## config.mk

```make
export PLATFORM = sky130hd
export DESIGN_NAME = mbd_fifo
export DESIGN_NICKNAME = d
export VERILOG_FILES = /design/src/hdl/mbd_pkg.sv /design/src/hdl/mbd_fifo.sv
export SDC_FILE = /design/constraint.sdc
export NUM_CORES = 2
export LEC_CHECK = 0
export ABC_AREA = 0
export BUFFER_PORTS_ARGS = -buffer_cell sky130_fd_sc_hd__buf_2
export CORE_MARGIN = 2
export CORE_UTILIZATION = 45
export DETAILED_ROUTE_END_ITERATION = 12
export GPL_ROUTABILITY_DRIVEN = 0
export PLACE_DENSITY = 0.67
export SYNTH_ARGS = -nofsm -noshare
export SYNTH_HDL_FRONTEND = slang
export SYNTH_SLANG_ARGS = --single-unit
```

## constraint.sdc

```tcl
create_clock -name clock -period 22.9 [get_ports clock]
set_clock_uncertainty 0.05 [all_clocks]
set_input_delay 2.29 -clock clock [delete_from_list [all_inputs] [get_ports clock]]
set_output_delay 2.29 -clock clock [all_outputs]
set_load 0.01 [all_outputs]
```

## src/hdl/mbd_pkg.sv

```systemverilog
// ----------------------------------------------------------------------------
// Mipmap box downsampler package
// Shared widths, pixel and result types for the downsampler cells and queue.
// ----------------------------------------------------------------------------
package mbd_pkg;

   localparam int MAX_SIDE_LOG2_DEFAULT = 10;
   localparam int CFG_W   = 4;
   localparam int LEVEL_W = 4;
   localparam int POS_W   = 10;
   localparam int IN_W    = 8;
   localparam int CHAN_W  = 16;
   localparam int SUM_W   = CHAN_W + 1;
   localparam int ACC_W   = CHAN_W + 2;
   localparam int FRAC_W  = 8;
   localparam logic [CFG_W-1:0] SIDE_LOG2_RESET = CFG_W'(10);

   typedef struct packed {
      logic [CHAN_W-1:0] blue;
      logic [CHAN_W-1:0] green;
      logic [CHAN_W-1:0] red;
   } pixel_type;

   typedef struct packed {
      logic [SUM_W-1:0] blue;
      logic [SUM_W-1:0] green;
      logic [SUM_W-1:0] red;
   } pair_sum_type;

   typedef struct packed {
      logic valid;
      logic last;
   } cell_flags_type;

   typedef struct packed {
      logic               last;
      pixel_type          pix;
      logic [POS_W-1:0]   pos_y;
      logic [POS_W-1:0]   pos_x;
      logic [LEVEL_W-1:0] level;
   } result_type;

endpackage

```

## src/hdl/mbd_fifo.sv

```systemverilog
// ----------------------------------------------------------------------------
// Mipmap box downsampler result queue
// Small register queue that absorbs the burst of level results of one item.
// ----------------------------------------------------------------------------
module mbd_fifo #(
   parameter int DepthLog2 = 5
) (
   input  logic                 clock,
   input  logic                 reset,
   input  logic                 push,
   input  mbd_pkg::result_type  push_data,
   input  logic                 pop,
   output logic                 out_valid,
   output mbd_pkg::result_type  out_data,
   output logic [DepthLog2:0]   count
);

   mbd_pkg::result_type       mem_ff [2**DepthLog2];
   logic [DepthLog2-1:0]      wr_ptr_ff;
   logic [DepthLog2-1:0]      wr_ptr_in;
   logic [DepthLog2-1:0]      rd_ptr_ff;
   logic [DepthLog2-1:0]      rd_ptr_in;
   logic [DepthLog2:0]        count_ff;
   logic [DepthLog2:0]        count_in;
   logic                      do_pop;

   assign out_valid = (count_ff != '0);
   assign out_data  = mem_ff[rd_ptr_ff];
   assign count     = count_ff;
   assign do_pop    = pop && out_valid;

   always_comb begin
      wr_ptr_in = push ? wr_ptr_ff + 1'b1 : wr_ptr_ff;
      rd_ptr_in = do_pop ? rd_ptr_ff + 1'b1 : rd_ptr_ff;
      count_in  = count_ff + (DepthLog2+1)'(push) - (DepthLog2+1)'(do_pop);
   end

   always_ff @(posedge clock) begin
      if (reset) begin
         wr_ptr_ff <= '0;
         rd_ptr_ff <= '0;
         count_ff  <= '0;
      end else begin
         wr_ptr_ff <= wr_ptr_in;
         rd_ptr_ff <= rd_ptr_in;
         count_ff  <= count_in;
      end
   end

   always_ff @(posedge clock) begin
      if (push) begin
         mem_ff[wr_ptr_ff] <= push_data;
      end
   end

endmodule

```

# Yosys cells after proc, flatten, opt, wreduce, memory -nomap -nowiden
# Memory sizes are Yosys's and may differ from the RTL's. A register that Yosys moved wholly into a read port is not among the register bits.
# Cells that the tools add are included.
word_totals:
  reg_bits: 16
  latch_bits: 0
  mem_bits_rw: 2336
  romBits: 0
  input_bits: 77
  mem_count: 1
mem_list:
  columns: ["name", "depth", "word_bits", "rd", "rd_ports_with_merged_regs", "write_ports", "line", "text"]
  rows:
  - ["mem_ff", 32, 73, 1, 1, 1, "mbd_fifo.sv:18", "mbd_pkg::result_type mem_ff [2**DepthLog2];"]
classes:
  add_sub_neg: 4
  n_mul: 0
  div_mod_pow: 0
  magnitude_cmp: 0
  n_eq_ne: 0
  shifts: 0
  n_mux: 4
  bitwise_logic: 0
  reduce_logical: 2
op_table:
  columns: ["cell", "n"]
  rows:
  - ["adder 5 x 1 -> 5 bit (second input constant)", 2]
  - ["two-way mux 5 bit", 2]
  - ["adder 6 x 1 -> 6 bit", 1]
  - ["nonzero test 6 bit", 1]
  - ["subtractor 6 x 1 -> 6 bit", 1]
  - ["two-way mux 1 bit", 2]
  - ["logical AND 1 bit", 1]

# Longest topological paths before layout
depth:
  word_depth: 4
  mapped_depth: 13
  mapped_depth_nobuf: 12

# Worst setup path after synthesis
# No wires, ideal clock.
synth_timing:
  kind: "input port to flip-flop"
  from: "input push"
  to: "memory mem_ff[3][0] (netlist name) (enable)"
  setup_ns: 0.684
  t_arrival_ns: 9.644
  required_ns: 22.166
  setup_slack_ns: 12.522
  cell_stages: 3
  cell_sequence: "clkbuf_1 nand2_1 nor4_1"
synth_via:
  elab_chain_cells: 2
synth_lines:
  columns: ["element", "line", "text"]
  rows:
  - ["start, declared", "mbd_fifo.sv:10", "input logic push,"]
  - ["two-way mux 1 bit", "mbd_fifo.sv:51", "if (push) begin"]
  - ["two-way mux 1 bit (not written as such)", "mbd_fifo.sv:52", "mem_ff[wr_ptr_ff] <= push_data;"]
  - ["end, declared", "mbd_fifo.sv:18", null]
# No other way between the ends.

==> flow_metrics.tcl <==
set metrics [dict create \
    outcome "finished clean" \
    drt-initial-drc-count 5340 \
    synth_area_sq_um 89900 \
    setup_tns_ns 0 \
    hold_buffers 0 \
    crit_slowest_cell "buf_4" \
    synthDistinctLibCells 55 \
    grt_max_degree 121 \
    row_count 164 \
    peakVddDrop_mv 0.0799 \
    cts_setup_buffers 0 \
    root_buffer "clkbuf_16" \
    ys_ff_latch 2357 \
    areaGrowthSynthToFinish_pct 12.2 \
    p_per_area_nw_per_um2 93.6 \
    drt_pre_antenna_iters 7 \
    io_buffer_count 156 \
    slew_headroom_pct 16.0 \
    p_leak_nw 30.1 \
    arrival_ns 6.05 \
    synthArstFlopShare_pct 0 \
    synth_top_cell_area_share_pct 78.1 \
    worstSetupEndpointType "output pin" \
    synth_ff_type "edfxtp_1" \
    clk_pin_slew_worst_paths_ns 0.06 \
    ys_seq_area_share_pct 78.5 \
    final_layout_size_suffix_gt1_share_pct 19.9 \
    initial_core_util_pct 45.2 \
    drc 0 \
    drtAntennaViolNets 0 \
    total_power_w 0.00944 \
    die_y_um 451 \
    hold_class "reg -> reg" \
    cp_max_fo 120 \
    vias 44200 \
    cts.sinks 2357 \
    yosysTopAreaCell "edfxtp_1" \
    worst_slack_ns 14.51 \
    syn-instance-count 4296 \
    pin_count 157 \
    max_freq_mhz 119 \
    critPathMostFrequentCell "buf_4" \
    path_class "reg -> out" \
    cts_made_buffers 227 \
    routed_wl_um 221000 \
    synth_edf_count 2336 \
    wire_per_inst_um 29.8 \
    hpwlAfterDp_um 114000 \
    multi_input_area_sq_um 18200 \
    htreeDepth 4 \
    max_stage_delay_ns 0.89 \
    min_period_ns 8.39 \
    fin_area_sq_um 101000 \
    setup_viol 0 \
    nets 4640 \
    finalCritPeriodShare_pct 36.7 \
    grt_pass1_vias 44100 \
    yosysWarnings 0 \
    grt_setup_unrepaired "no" \
    dieArea_sq_um 203000 \
    core_area_sq_um 199000 \
    cp_top_family "buffers and inverters" \
    synth.avg_cell_area_sq_um 20.9 \
    clk_latency_ns 0.83 \
    path_cells "buf_4 -> buf_12 -> buf_4 -> buf_4 -> mux4_2 -> a22oi_1 -> nand4_1 -> buf_2" \
    overflow 0 \
    cap_violations 0 \
    fp.dieW_um 451 \
    timing.hold.ws_ns 0.450 \
    grt_use_total_pct 21.4 \
    path_buf_inv 5 \
    drt-vias-per-instance 5.97 \
    worst_pin_slew_ns 1.25 \
    antenna_found_initial 29 \
    synth_area_leaders "edfxtp_1, mux4_2, mux2i_1" \
    pre_cts_ws_ns 15.33 \
    synth_most_common_cell "edfxtp_1" \
    final-seq-area_sq_um 70600 \
    synthTopCellsByCount "edfxtp_1, mux2i_1, a22oi_1" \
    hold_viol_final 0 \
    fillers 15600 \
    synth_nets 4386 \
    ctsResizeCount 0 \
    ctsLongestPathBuffers 3 \
    cts_tree "built" \
    required_ns 20.56 \
    grt_pass1_wl_um 314000 \
    start_kind "flip-flop" \
    placed_cell_area_sq_um 93800 \
    slew_viol_final 0 \
]
[state kept, by name (all words and copies together) (netlist names), named ones only]
register,count
mem_ff,2336
count,6
wr_ptr_ff,5
rd_ptr_ff,5
[layout by cell type (no fill, tap or decap), drive strengths merged, types with 20 or more instances in the layout]
cell type / instances
a21oi: 21
a22oi: 370
buf: 269
clkbuf: 273
clkinv: 113
dfxtp: 21
edfxtp: 2336
inv: 25
mux2i: 561
mux4: 304
nand2: 30
nand3: 118
nand4: 67
nor2: 43
nor2b: 23
nor3: 31
o22ai: 20
[worst reg2reg max path, delay by kind of cell, from the launching register on]
| kind | cells | cell delay [ns] |
|---|---|---|
| flip-flops | 1 | 0.88 |
| buffers and inverters | 3 | 1.62 |
| AND/OR/NAND/NOR | 2 | 1.33 |
[cells by family after synthesis]
group           count (synthesis)  synth area share [%]
compound gates                450                  3.67
xor+xnor                        9                0.0877
fa+ha+maj                      13                 0.189
buf+inv                       258                  1.58
flops                        2357                  78.5
mux                           865                  13.9
simple gates                  344                  2.08
[power by group]
part           switching, W  internal [W]  total [W]  leakage [nW]
Combinational      0.000627      0.000419    0.00105          5.37
Sequential        0.0000347       0.00478    0.00481          21.2
Clock               0.00158       0.00201    0.00358          3.48
Total               0.00224       0.00720    0.00944          30.1
[cell type report]
| class | count | area share, % |
|---|---|---|
| antenna | 9 | 0.0223 |
| clock buffer | 273 | 5.85 |
| clock inverter | 145 | 1.17 |
| inverter | 14 | 0.0521 |
| multi-input combinational | 1681 | 18.0 |
| sequential | 2357 | 70.0 |
| tap | 2656 | 3.29 |
| timing repair buffer | 269 | 1.63 |
[final timing paths]
path / from / endpoint / slack (ns) / cells after the start
max reg2reg: wr_ptr_ff[4]$_SDFFE_PP0P_ / mem_ff[26][1]$_DFFE_PP_ / 18.65 / 5
max: flip-flop / out_data[38] / 14.51 / 8
min reg2reg: rd_ptr_ff[1]$_SDFFE_PP0P_ / rd_ptr_ff[1]$_SDFFE_PP0P_ / 0.45 / 2
min: rd_ptr_ff[1]$_SDFFE_PP0P_ / rd_ptr_ff[1]$_SDFFE_PP0P_ / 0.45 / 2
[through the flow]
step,instances,utilization [%]
after floorplan,4296,-
after global placement,6977,47.1
after detailed placement,6977,47.1
after CTS,7395,50.7
after global routing,7403,50.7
final,7404,50.7
[layer usage]
| metal | GRT usage, % | vias to the layer above | share of wire [%] |
|---|---|---|---|
| li1 | - | 18500 | - |
| met1 | 28.7 | 23300 | 39 |
| met2 | 34.7 | 1991 | 49 |
| met3 | 5.03 | 357 | 8.7 |
| met4 | 6.90 | 24 | 2.9 |
| met5 | 0 | - | 0.072 |
Power figures use the tool's default switching activity.
